==> src/design/bde_pkg.sv <==
// Shared definitions for the byte deque engine: operation codes, result
// status codes and the default ring depth.
// No dependencies; byte_deque_engine_core imports this package.
`default_nettype none

package bde_pkg;

	// Default number of byte slots in the ring.
	localparam int DEPTH_DEF = 32;

	// Operation requested by an input item.
	typedef enum logic [2:0] {
		K_PUSH_FRONT = 3'd0,
		K_PUSH_BACK  = 3'd1,
		K_POP_FRONT  = 3'd2,
		K_POP_BACK   = 3'd3,
		K_DUMP       = 3'd4
	} kind_t;

	// Status carried with every result.
	typedef enum logic [1:0] {
		ST_OK    = 2'd0,
		ST_EMPTY = 2'd1,
		ST_FULL  = 2'd2
	} status_t;

endpackage : bde_pkg

`default_nettype wire

==> src/design/bde_ram.sv <==
// Byte storage of the deque: one write port and one read port with a
// registered read.
// Depends on nothing but its parameters.
`default_nettype none

module bde_ram #(
	parameter int DEPTH = 32,
	parameter int AW    = 5
) (
	input  wire logic          clk,
	input  wire logic          wr_en,
	input  wire logic [AW-1:0] wr_addr,
	input  wire logic [7:0]    wr_data,
	input  wire logic          rd_en,
	input  wire logic [AW-1:0] rd_addr,
	output logic      [7:0]    rd_data_q
);

	logic [7:0] mem [DEPTH];

	always_ff @(posedge clk) begin
		if (wr_en) begin
			mem[wr_addr] <= wr_data;
		end
	end

	always_ff @(posedge clk) begin
		if (rd_en) begin
			rd_data_q <= mem[rd_addr];
		end
	end

endmodule : bde_ram

`default_nettype wire

==> src/design/byte_deque_engine_core.sv <==
// Top level of the byte deque engine: command decode, ring pointers, the
// dump walker and the result registers, around the bde_ram storage.
// Depends on bde_pkg and bde_ram.
//
//   Channel   Ports                      Handshake
//   -------   ------------------------   ---------------------------------------
//   command   start, busy, kind, value   item taken at a clock edge with start
//                                        high and busy low
//   result    strobe, status, data, last a result is valid while strobe is high;
//                                        the receiver always takes it
//
// Sequencing: a push is done as it is taken and the next item can be taken in the
// following cycle. A pop passes through S_POP, waiting there for the registered
// read of the storage memory. A dump walks the entries in S_DUMP: the single read
// port delivers one entry per cycle after the registered read of the first entry.
// A status-only result (full, empty) is registered straight from the idle state.
// Reset: arst_n clears the front pointer, the occupancy count, the state and
// the strobe; the byte storage itself is not cleared and is only ever read
// at slots that a push has written.
// Stalls: busy is high while a pop or dump is in progress; results are never
// held back because the receiver cannot stall.
`default_nettype none

module byte_deque_engine_core #(
	parameter int DEPTH = bde_pkg::DEPTH_DEF
) (
	input  wire logic             clk,
	input  wire logic             arst_n,
	input  wire logic             start,
	output logic                  busy,
	input  wire logic [2:0]       kind,
	input  wire logic [7:0]       value,
	output logic                  strobe,
	output bde_pkg::status_t      status,
	output logic      [7:0]       data,
	output logic                  last
);

	import bde_pkg::*;

	// Slot index width and occupancy count width (the count must hold DEPTH).
	localparam int AW = $clog2(DEPTH);
	localparam int CW = $clog2(DEPTH + 1);

	localparam logic [AW-1:0] LAST_SLOT = AW'(DEPTH - 1);
	localparam logic [CW-1:0] FULL_CNT  = CW'(DEPTH);
	localparam logic [CW:0]   DEPTH_W   = (CW + 1)'(DEPTH);

	// Control states, one-hot.
	typedef enum logic [2:0] {
		S_IDLE = 3'b001,
		S_POP  = 3'b010,
		S_DUMP = 3'b100
	} state_t;

	state_t          state_q;
	logic [AW-1:0]   front_q;     // slot of the front entry
	logic [CW-1:0]   occ_q;       // number of stored entries
	logic [AW-1:0]   slot_q;      // slot being read during a dump
	logic [CW-1:0]   rem_q;       // dump results still to give, current one included
	logic            strobe_q;
	status_t         status_q;
	logic [7:0]      data_q;
	logic            last_q;

	logic            take;
	logic            is_full;
	logic            is_empty;
	logic            wr_en;
	logic [AW-1:0]   wr_addr;
	logic            rd_en;
	logic [AW-1:0]   rd_addr;
	logic [7:0]      rd_data;

	// Ring arithmetic. Slots run from 0 to DEPTH-1, which need not be a power
	// of two, so wrapping is an explicit compare against the depth.
	function automatic logic [AW-1:0] slot_inc(input logic [AW-1:0] s);
		return (s == LAST_SLOT) ? '0 : s + AW'(1);
	endfunction

	function automatic logic [AW-1:0] slot_dec(input logic [AW-1:0] s);
		return (s == '0) ? LAST_SLOT : s - AW'(1);
	endfunction

	// Base plus an offset of at most DEPTH stays below twice the depth, so one
	// conditional subtract brings it back into range.
	function automatic logic [AW-1:0] slot_add(input logic [AW-1:0] base,
	                                           input logic [CW-1:0] off);
		logic [CW:0] sum;
		sum = (CW + 1)'(base) + (CW + 1)'(off);
		if (sum >= DEPTH_W) begin
			sum = sum - DEPTH_W;
		end
		return sum[AW-1:0];
	endfunction

	assign busy     = (state_q != S_IDLE);
	assign take     = start && (state_q == S_IDLE);
	assign is_full  = (occ_q == FULL_CNT);
	assign is_empty = (occ_q == '0);

	// Storage access. Writes happen only for pushes and reads only for pops
	// and dumps, so a read and a write never meet in the same cycle; a read in
	// a later cycle sees any earlier write without forwarding.
	always_comb begin
		wr_en   = 1'b0;
		wr_addr = slot_add(front_q, occ_q);
		rd_en   = 1'b0;
		rd_addr = front_q;
		unique case (1'b1)
			state_q[0]: begin
				if (take) begin
					if (kind == K_PUSH_FRONT) begin
						// The new front slot is the one just before the current front.
						wr_en   = !is_full;
						wr_addr = slot_dec(front_q);
					end else if (kind == K_PUSH_BACK) begin
						wr_en   = !is_full;
					end else if (kind == K_POP_FRONT || kind == K_DUMP) begin
						rd_en   = !is_empty;
					end else if (kind == K_POP_BACK) begin
						rd_en   = !is_empty;
						rd_addr = slot_add(front_q, occ_q - CW'(1));
					end
				end
			end
			state_q[1]: begin
				rd_en = 1'b0;
			end
			state_q[2]: begin
				// Fetch the next entry while the current one goes out.
				rd_en   = (rem_q != CW'(1));
				rd_addr = slot_inc(slot_q);
			end
			default: begin
				rd_en = 1'b0;
			end
		endcase
	end

	bde_ram #(
		.DEPTH (DEPTH),
		.AW    (AW)
	) u_ram (
		.clk       (clk),
		.wr_en     (wr_en),
		.wr_addr   (wr_addr),
		.wr_data   (value),
		.rd_en     (rd_en),
		.rd_addr   (rd_addr),
		.rd_data_q (rd_data)
	);

	// Control state, ring pointers and result strobe.
	always_ff @(posedge clk or negedge arst_n) begin
		if (!arst_n) begin
			state_q  <= S_IDLE;
			front_q  <= '0;
			occ_q    <= '0;
			strobe_q <= 1'b0;
		end else begin
			strobe_q <= 1'b0;
			unique case (state_q)
				S_IDLE: begin
					if (take) begin
						unique case (kind)
							K_PUSH_FRONT, K_PUSH_BACK: begin
								if (is_full) begin
									strobe_q <= 1'b1;
								end else begin
									occ_q <= occ_q + CW'(1);
									if (kind == K_PUSH_FRONT) begin
										front_q <= slot_dec(front_q);
									end
								end
							end
							K_POP_FRONT, K_POP_BACK: begin
								if (is_empty) begin
									strobe_q <= 1'b1;
								end else begin
									occ_q   <= occ_q - CW'(1);
									state_q <= S_POP;
									if (kind == K_POP_FRONT) begin
										front_q <= slot_inc(front_q);
									end
								end
							end
							K_DUMP: begin
								if (is_empty) begin
									strobe_q <= 1'b1;
								end else begin
									state_q <= S_DUMP;
								end
							end
							default: begin
								// Unused codes are dropped without a result.
								state_q <= S_IDLE;
							end
						endcase
					end
				end
				S_POP: begin
					strobe_q <= 1'b1;
					state_q  <= S_IDLE;
				end
				S_DUMP: begin
					strobe_q <= 1'b1;
					if (rem_q == CW'(1)) begin
						state_q <= S_IDLE;
					end
				end
				default: begin
					state_q <= S_IDLE;
				end
			endcase
		end
	end

	// Dump walker and result payload; these need no reset.
	always_ff @(posedge clk) begin
		unique case (state_q)
			S_IDLE: begin
				slot_q   <= front_q;
				rem_q    <= occ_q;
				data_q   <= '0;
				last_q   <= 1'b1;
				// A status-only result is full for a push and empty otherwise.
				status_q <= (is_full && (kind == K_PUSH_FRONT || kind == K_PUSH_BACK)) ?
				            ST_FULL : ST_EMPTY;
			end
			S_POP: begin
				status_q <= ST_OK;
				data_q   <= rd_data;
				last_q   <= 1'b1;
			end
			S_DUMP: begin
				status_q <= ST_OK;
				data_q   <= rd_data;
				last_q   <= (rem_q == CW'(1));
				rem_q    <= rem_q - CW'(1);
				slot_q   <= slot_inc(slot_q);
			end
			default: begin
				last_q <= 1'b1;
			end
		endcase
	end

	assign strobe = strobe_q;
	assign status = status_q;
	assign data   = data_q;
	assign last   = last_q;

endmodule : byte_deque_engine_core

`default_nettype wire
==> config.mk <==
export PLATFORM = sky130hd
export DESIGN_NAME = byte_deque_engine_core
export DESIGN_NICKNAME = d
export VERILOG_FILES = /design/src/design/bde_pkg.sv /design/src/design/bde_ram.sv /design/src/design/byte_deque_engine_core.sv
export SDC_FILE = /design/constraint.sdc
export NUM_CORES = 1
export LEC_CHECK = 0
export ABC_AREA = 1
export ABC_CLOCK_PERIOD_IN_PS = 7400
export BUFFER_PORTS_ARGS = -buffer_cell sky130_fd_sc_hd__buf_2
export CAP_MARGIN = 20
export CORE_MARGIN = 5
export CORE_UTILIZATION = 60
export CTS_CLUSTER_SIZE = 30
export DETAILED_ROUTE_END_ITERATION = 10
export HOLD_SLACK_MARGIN = 0.08
export PLACE_DENSITY = 0.76
export SYNTH_ARGS = -nofsm -noshare
export SYNTH_HDL_FRONTEND = slang
export SYNTH_HIERARCHICAL = 1
export SYNTH_SLANG_ARGS = --single-unit
==> constraint.sdc <==
create_clock -name clk -period 7.4 [get_ports clk]
set_input_delay 0 -clock clk [delete_from_list [all_inputs] [get_ports clk]]
set_output_delay 0 -clock clk [all_outputs]
set_load 0.005 [all_outputs]
# Word-level counts from Yosys, hierarchy flattened
# Memory sizes are Yosys's and may differ from the RTL's. A register that Yosys moved wholly into a read port is not among the register bits.
# Cells that the tools add are included.
[totals]
regBits = 37
mem_bits_rw = 256
input_bits = 14
output_inout_bits = 13
wordCells = 113
memories = 1
[op_classes]
n_addsub = 10
order_cmp = 2
eq_ne = 22
n_mux = 50
n_reduce_logical = 19
[memory_table]
columns = ["name", "depth", "width", "rd", "rd_ports_with_merged_regs", "wr", "line", "rtl"]
rows = [
  ["u_ram.mem", 32, 8, 1, 1, 1, "bde_ram.sv:19", "logic [7:0] mem [DEPTH];"],
]
[ops]
columns = ["cell", "count"]
rows = [
  ["5-bit 2-to-1 mux", 17],
  ["5-bit case mux with 2 select lines", 3],
  ["6-bit case mux with 2 select lines", 2],
  ["8-bit case mux with 2 select lines", 1],
  ["5-bit by 1-bit subtractor with 5-bit output (second input constant)", 3],
  ["5-bit by 6-bit adder with 7-bit output", 2],
  ["7-bit by 6-bit greater-or-equal comparator with 1-bit output (second input constant)", 2],
  ["1-bit 2-to-1 mux", 14],
  ["2-bit != test (second input constant)", 7],
  ["3-bit 2-to-1 mux", 4],
  ["6-bit 2-to-1 mux", 2],
  ["6-bit by 1-bit subtractor with 6-bit output (second input constant)", 2],
  ["5-bit by 1-bit adder with 5-bit output (second input constant)", 2],
  ["5-bit equality test (second input constant)", 2],
  ["5-bit AND reduction", 2],
  ["3-bit by 2-bit equality test with 1-bit output (second input constant)", 3],
  ["3-bit case mux with 3 select lines", 1],
  ["7-bit AND reduction", 1],
  ["6-bit by 1-bit adder with 6-bit output (second input constant)", 1],
  ["3-bit by 1-bit equality test with 1-bit output (second input constant)", 2],
  ["3-bit equality test (second input constant)", 2],
  ["6-bit by 1-bit equality test with 1-bit output (second input constant)", 1],
  ["6-bit equality test (second input constant)", 1],
  ["6-bit zero test", 1],
  ["other kinds (15)", 25],
]

# Depth between registers and ports, before layout
# Gate-level depths: netlist of run 1.
[depth]
depth_word = 10
depth_mapped = 20
mapped_depth_nobuf = 17

# Cells and area by module
# Netlist of run 1, hierarchy kept.
[by_module_without_submodules]
columns = ["module", "n_inst", "cells_per_inst", "area_each_um2", "seq_area_each_um2"]
rows = [
  ["bde_ram", 1, 922, 10866.7, 7927.6],
  ["byte_deque_engine_core", 1, 338, 2743.9, 1027.2],
]

# Least setup slack after synthesis of run 1
# OpenSTA, ideal clock, no wires.
[synth_timing]
kind = "register to register"
start = "register front_q[0]"
end = "memory u_ram.mem[29][0] (enable)"
setup_time_ns = 0.371
arrival_time_ns = 2.240
t_required_ns = 7.029
setup_slack_ns = 4.790
stages_incl_launch_ff = 10
n_path_buf = 0
synth_period_minus_slack_ns = 2.610
cell_sequence = "dfrtp_1 ha_1 inv_1 fa_1 o21ai_0 xor2_1 nand2_1 o21ai_0 nand3_1 nor2_1"
[synth_between]
elab_chain_cells = 6
elab_cells_between_ends = 10
classes_between = "3 x add/sub; 1 x order compare; 5 x mux; 1 x reduce/logical"
[synth_rtl]
columns = ["element", "line", "rtl"]
rows = [
  ["from (decl)", "byte_deque_engine_core.sv:57", "logic [AW-1:0] front_q;"],
  ["from (signal assigned)", "byte_deque_engine_core.sv:173", "front_q <= slot_dec(front_q);"],
  ["from (signal assigned)", "byte_deque_engine_core.sv:184", "front_q <= slot_inc(front_q);"],
  ["5-bit by 6-bit adder with 7-bit output", "byte_deque_engine_core.sv:90", "sum = (CW + 1)'(base) + (CW + 1)'(off);"],
  ["7-bit by 6-bit greater-or-equal comparator with 1-bit output / 5-bit by 1-bit subtractor with 5-bit output (equally long branches)", "byte_deque_engine_core.sv:91, byte_deque_engine_core.sv:92", ""],
  ["5-bit 2-to-1 mux", "byte_deque_engine_core.sv:91", "if (sum >= DEPTH_W) begin"],
  ["5-bit 2-to-1 mux", "byte_deque_engine_core.sv:113", "if (kind == K_PUSH_FRONT) begin"],
  ["5-bit 2-to-1 mux", "byte_deque_engine_core.sv:112", "if (take) begin"],
  ["5-bit 2-to-1 mux *", "byte_deque_engine_core.sv:110", "unique case (1'b1)"],
  ["via wr_addr[4]", "byte_deque_engine_core.sv:70", "logic [AW-1:0] wr_addr;"],
  ["to (decl)", "bde_ram.sv:19", ""],
]
# Mark *: on every way through the listed nets, which the timed path passes. The rest lies on a longest branch.

# Worst setup path in the final report of run 1
[layout_timing]
start = "register state_q[0]"
end = "register u_ram.rd_data_q[2] (read register of u_ram.mem), data pin"
[layout_between]
elab_chain_cells = 4
elab_cells_between_ends = 6
classes_between = "1 x eq/ne; 4 x mux; 1 x reduce/logical"
[layout_rtl]
columns = ["element", "line", "rtl"]
rows = [
  ["from (decl)", "byte_deque_engine_core.sv:56", "state_t state_q;"],
  ["from (signal assigned)", "byte_deque_engine_core.sv:157", "state_q <= S_IDLE;"],
  ["from (signal assigned)", "byte_deque_engine_core.sv:182", "state_q <= S_POP;"],
  ["from (signal assigned)", "byte_deque_engine_core.sv:192", "state_q <= S_DUMP;"],
  ["3-bit by 1-bit equality test with 1-bit output", "byte_deque_engine_core.sv:98", "assign take = start && (state_q == S_IDLE);"],
  ["1-bit logical AND", "byte_deque_engine_core.sv:98", ""],
  ["5-bit 2-to-1 mux", "byte_deque_engine_core.sv:112", ""],
  ["5-bit case mux with 2 select lines *", "byte_deque_engine_core.sv:110", ""],
  ["via rd_addr[0]", "byte_deque_engine_core.sv:72", "logic [AW-1:0] rd_addr;"],
  ["to (decl)", "bde_ram.sv:16", "output logic [7:0] rd_data_q"],
]
# Marked as above.
# A chain may end at the register's enable or synchronous reset.

==> metrics, run 1 <==
total negative slack 0 ns; most frequent cells in the layout nand2_1, edfxtp_1, nand3_1; die height 161 um; Fillers about 1,700; NumNets Final 1,315; min-delay worst type in -> reg; fin crit share between 60% and 70%; Post-CTS Resized 0; worst slew pin tran 1.03 ns; Max Freq between 200 and 250 MHz; Global Route Usage Sum 23.6%; CTS tree done; clk buf depth 3; Initial Utilization roughly three fifths; P_int 2640 uW; wl on met1 roughly 13,000 um; row count between 50 and 60; IO Port Bufs 26; remaining global-route overflow 0; Place WS between 3 and 4 ns; die area 0.0258 mm2; Psw around 630 uW; part of the power in registers 56.8%; Core Region ~0.023 mm2; Seq/Total Area, Yosys 65.8%; commonest non-fill, non-tap cell in the layout nand2_1; Die W about 160 um; vias in the first global route 8,850; Top FF cell, synth edfxtp_1; metal3 WL slightly below 3000 um; Sw Ratio between 10% and 20%; 1st-pass router iterations 6; dpl hpwl around 18,000 um; syn_nets ~1,300; Routed WL approximately 31,000 um; Worst slew margin between 30% and 40%; largest net degree at the start of global routing 85; RSZ-0062 raised after global routing false; Synth async-reset ratio 4.98%; routability cong. approximately 0.90; met2 WL about 14,000 um; first-pass GRT wire length between 40,000 and 50,000 um; Max-cap violations 0; DRT iter0 DRCs roughly 1,100; Worst setup EP type register; post-synth cell types 46; H-tree depth 1; Final ANT Viol Nets 0; top layer in use met4; Setup Viol. Count Final 0; Setup Buffers After CTS 0; Netlist Area Pre-Place 0.0136 mm2; Worst-path clk slew 0.06 ns; Startpoint Class register; Post-synth EDFFs 285; CTS Hold Buffers Added 17; status finished clean; WP data required 7.82 ns; minimum clock period 4.51 ns; drt wl/cell 19.2 um; fin worst setup slack between 2 and 3 ns; clock sinks between 300 and 400; vias per cell 5.80; PwrDens approximately 220 mW/mm2; Ys Warns 6; Clk Tree Root Cell clkbuf_16; Post-Syn Instances 1,260; Final Max Slew Viols 0; Clock Power Share 41.8%; Yosys reg bits 301; CP Data Arrival Time between 4 and 5 ns; ANT cells 0; # IOs 27; initial antenna violation count 0; combinational fraction of design power 1.4%; vias post-DR around 9,000; Crit Path Class reg -> reg; CTS Buf Count 30; Leak Pwr 0.00563 uW; DR DRC count 0; layout cells sized above 1 between 7 and 8%; clk_skew 0.0108 ns; crit-path max FO 84; Final Hold Vio Count 0; clk_lat worst skew approximately 0.55 ns; worst vdd ir 214 uV; Layout area overhead 8.38%; power after layout ~3300 uW; synthesized area per cell ~11 um2
-- routing by layer --
layer | track usage [%] | vias to the layer above
met1 | 35.1 | 4336
met2 | 36.6 | 480
met3 | 3.77 | 60
met5 | 0 | -
li1 | - | 4338
met4 | 6.49 | 0
-- Yosys cell counts (3+ instances only) --
cell	n	area share (%)
a21oi_1	12	0.44
buf_2	19	0.70
buf_4	5	0.28
buf_6	25	2.1
clkbuf_1	9	0.25
dfrtp_1	14	2.6
edfxtp_1	285	63
ha_1	18	1.7
inv_1	42	1.2
inv_2	10	0.28
nand2_1	449	12
nand3_1	221	8.1
nand4_1	3	0.14
nor2_1	60	1.7
nor2_4	4	0.33
o21ai_0	21	0.77
o21ai_1	4	0.15
xnor2_1	8	0.51
xor2_1	14	0.90
-- power groups by stage --
stage / clock (uW) / sequential [uW] / combinational (uW)
after floorplan: 0 / 1900 / 6.45
after global placement: 0 / 1900 / 38.0
after detailed placement: 0 / 1900 / 39.1
after CTS: 1390 / 1860 / 45.4
after global routing: 1460 / 1860 / 49.0
final: 1370 / 1860 / 44.7
-- worst max-delay path, cell delays in order (launching register included) --
cell      delay, ns
dfstp_2        0.63
nand4_4        0.19
nor2_4         0.18
inv_2          0.08
o21ai_1        0.20
nand3_4        0.59
clkinv_2       0.75
buf_4          0.77
nand2_1        0.16
nand3_1        0.13
nand3_1        0.11
nand2_1        0.11
nand2_1        0.08
nand2_1        0.10
nand2_1        0.08
nand2_1        0.08
-- per-stage QoR --
| step | std cells | area (um2) | utilization, % | hold slack (ns) |
|---|---|---|---|---|
| 2_1_floorplan | 1260 | 13600 | - | -0.296 |
| 3_3_place_gp | 1517 | 13700 | 60.9 | -0.0663 |
| 3_5_place_dp | 1517 | 13700 | 60.9 | -0.0630 |
| 4_1_cts | 1588 | 14800 | 65.6 | 0.0988 |
| 5_1_grt | 1588 | 14800 | 65.6 | 0.0959 |
| 6_report | 1588 | 14800 | 65.6 | 0.0929 |
-- registers in the layout, indices dropped and copies added, names as in the netlist --
| signal | flops |
|---|---|
| u_ram/mem | 256 |
| state_q | 3 |
| status | 2 |
| u_ram/rd_data_q | 8 |
| strobe | 1 |
| data | 8 |
| rem_q | 6 |
| slot_q | 5 |
| front_q | 5 |
| occ_q | 6 |
| last | 1 |
-- cell type report --
cell class              instances  area (um2)  area share, %
flip-flops and latches        301        8950           60.7
multi-input cells             844        4000           27.1
clock buffers                  43         831           5.63
well taps                     285         357           2.42
repair buffers                 49         345           2.34
inverters                      55         216           1.47
clock inverters                11        47.5          0.322
-- cell families (layout without fill, tap and decap cells) --
group	count (synthesis)	count (layout)	synth area share, %
AND/OR/NAND/NOR	756	756	24.0
multiplexers	2	2	0.147
AO/OA/AOI/OAI	44	44	1.79
XOR/XNOR	22	22	1.42
flip-flops	301	301	65.8
buffers and inverters	115	158	4.93
adder cells (fa/ha/maj)	20	20	1.95
-- path summary, 6_finish.rpt --
check	startpoint	end	slack, ns	depth (start not counted)
max in group asynchronous	arst_n	strobe	5.77	4
worst max-delay path	state_q[0]	u_ram/rd_data_q[2]	2.89	15
worst min register to register	u_ram/rd_data_q[0]	data[0]	0.58	2
worst max register to register	state_q[0]	u_ram/rd_data_q[2]	2.89	15
min in group asynchronous	arst_n	state_q[0]	0.50	3
worst min-delay path	value[5]	u_ram/mem[14][5]	0.09	1
(Power assumes the default switching activity.)
==> run 2, diff against run 1 <==
--- a/config.mk
+++ b/config.mk
@@ -6,15 +6,15 @@
 export NUM_CORES = 1
 export LEC_CHECK = 0
 export ABC_AREA = 1
-export ABC_CLOCK_PERIOD_IN_PS = 7400
+export ABC_CLOCK_PERIOD_IN_PS = 3980
 export BUFFER_PORTS_ARGS = -buffer_cell sky130_fd_sc_hd__buf_2
 export CAP_MARGIN = 20
 export CORE_MARGIN = 5
-export CORE_UTILIZATION = 60
+export CORE_UTILIZATION = 57
 export CTS_CLUSTER_SIZE = 30
 export DETAILED_ROUTE_END_ITERATION = 10
 export HOLD_SLACK_MARGIN = 0.08
-export PLACE_DENSITY = 0.76
+export PLACE_DENSITY = 0.75
 export SYNTH_ARGS = -nofsm -noshare
 export SYNTH_HDL_FRONTEND = slang
 export SYNTH_HIERARCHICAL = 1
==> constraint.sdc (replaced) <==
create_clock -name clk -period 3.98 [get_ports clk]
set_input_delay 0 -clock clk [delete_from_list [all_inputs] [get_ports clk]]
set_output_delay 0 -clock clk [all_outputs]
set_load 0.005 [all_outputs]
==> run 2 against run 1 <==
Sequential power increased by 86%; global-route usage decreased by 0.78 points; clock skew about the same; critical endpoint is now u_ram/mem[20][6]; largest power group unchanged.
==> metrics, run 2 (synthesis results as in run 1) <==
Final ANT Viol Nets 0; NumNets Final 1,319; Multi-input gate area ~0.0040 mm2; Crit-path slowest cell nor2_1; fin worst setup slack 0.459 ns; max reg flops between 200 and 300; Final Hold Vio Count 0; CTS Buf Count 29; Worst setup EP type register; Clk Tree Root Cell clkbuf_16; IO Port Bufs 26; Final Max Slew Viols 0; post-placement cell count around 1,600; Worst slew margin 34.2%; layout cells sized above 1 approximately 8.6%; vias in the first global route between 8,000 and 9,000; grt met3 use 4.44%; Layout area overhead 8.97%; row count between 50 and 60; clk buf depth 3; dpl hpwl 18,300 um; Routed WL 30,200 um; PwrDens 408 mW/mm2; worst vdd ir 369 uV; Crit Path Class reg -> reg; DR DRC count 0; cells along the critical path inv_1, ha_1, nand2_1, nor2_2, nor4_1, nand3_1, nor2_1; crit-path max FO 8; Core Region ~0.023 mm2; die area 0.0271 mm2; Leak Pwr approximately 0.0057 uW; Die W 165 um; Max Freq ~280 MHz; initial antenna violation count 0; Place WS just under 0.6 ns; Setup Viol. Count Final 0; Global Route Usage Sum between 20 and 25%; grt met2 use 35.4%; largest reg by FF count u_ram/mem; RSZ-0062 raised after global routing false; Fillers roughly 1,800; most frequent cells in the layout nand2_1, edfxtp_1, nand3_1; CP Data Arrival Time around 3.7 ns; register area ~0.0090 mm2; total negative slack 0 ns; WP data required ~4.2 ns; commonest non-fill, non-tap cell in the layout nand2_1; vias per cell 5.61; status finished clean; H-tree depth 1; fin cells 1,628; Initial Utilization between 50 and 60%; clock sinks 301; DRT iter0 DRCs 857; die height 165 um; min-delay worst type in -> reg; worst slew pin tran 0.977 ns; CTS tree done; slowest stage delay, CP 0.84 ns; # IOs 27; vias post-DR ~9,100; first-pass GRT wire length 47,200 um; WHS slightly above 0.08 ns; Worst-path clk slew roughly 0.060 ns; Max-cap violations 0; clk_skew 0.0103 ns; Startpoint Class register; routability cong. 0.866; 1st-pass router iterations 6; GR met1 Demand/Resource 32.9%; largest net degree at the start of global routing approximately 130; Top Usage Layer GRT met2; drt wl/cell 18.5 um; remaining global-route overflow 0; minimum clock period 3.52 ns; clk_lat worst skew approximately 0.55 ns; fin crit share about nine tenths
==> run 2: cell types whose count changed in the layout (fill, tap and decap cells not counted), sizes merged, moves of 2 or more <==
| cell | before | now |
|---|---|---|
| buf | 32 | 40 |
| inv | 52 | 54 |
| clkinv | 13 | 19 |
| dlygate4sd3 | 17 | 14 |
| clkbuf | 43 | 33 |
==> run 2: critical path: cells and delay by family (launching register included) <==
| kind | cells | cell delay (ns) |
|---|---|---|
| buffers and inverters | 1 | 0.14 |
| DFF | 1 | 0.46 |
| adders and majority gates | 1 | 0.23 |
| and+or+nand+nor | 5 | 2.31 |
==> run 2: path summary, 6_finish.rpt <==
| check | startpoint | endpoint | slack (ns) | cells past startpoint |
|---|---|---|---|---|
| setup / recovery | occ_q[1] | u_ram/mem[20][6] | 0.46 | 7 |
| hold / removal | value[5] | u_ram/mem[13][5] | 0.08 | 1 |
| setup reg to reg | occ_q[1] | u_ram/mem[20][6] | 0.46 | 7 |
| hold reg to reg | u_ram/rd_data_q[0] | data[0] | 0.59 | 2 |
| max in group asynchronous | arst_n | occ_q[3] | 2.27 | 4 |
| min in group asynchronous | arst_n | state_q[0] | 0.51 | 3 |
==> run 2: layer usage <==
metal,vias to the layer above,share of wire [%]
met5,-,0
met4,0,3.0
met3,73,9.4
met2,421,45
met1,4285,42
li1,4361,-
==> run 2: where the power goes <==
| group | switching (uW) | internal, uW |
|---|---|---|
| Clock | 1110 | 1400 |
| Sequential | 0 | 3460 |
| Combinational | 69.0 | 16.1 |
| Total | 1180 | 4870 |
==> run 2: final cells by class <==
cell class	instances	area share, %
Antenna cell	1	0.0169
Clock buffer	33	4.99
Clock inverter	21	0.877
Inverter	55	1.46
Multi-Input combinational cell	844	27.0
Sequential cell	301	60.4
Tap cell	319	2.69
Timing Repair Buffer	54	2.62
==> run 2: through the flow <==
step	cell area [um2]	power (uW)	utilization [%]
after detailed placement	13800	3600	58.9
after global routing	14800	6240	63.2
after floorplan	13600	3540	-
after global placement	13800	3600	58.9
final	14800	6050	63.2
after CTS	14800	6100	63.2
==> run 2: what timing repair did <==
| item | in CTS | in global routing |
|---|---|---|
| resized for setup | 0 | 0 |
| endpoints found under the hold margin | 147 | 0 |
| hold buffers | 14 | 0 |
| buffers inserted | 0 | 0 |
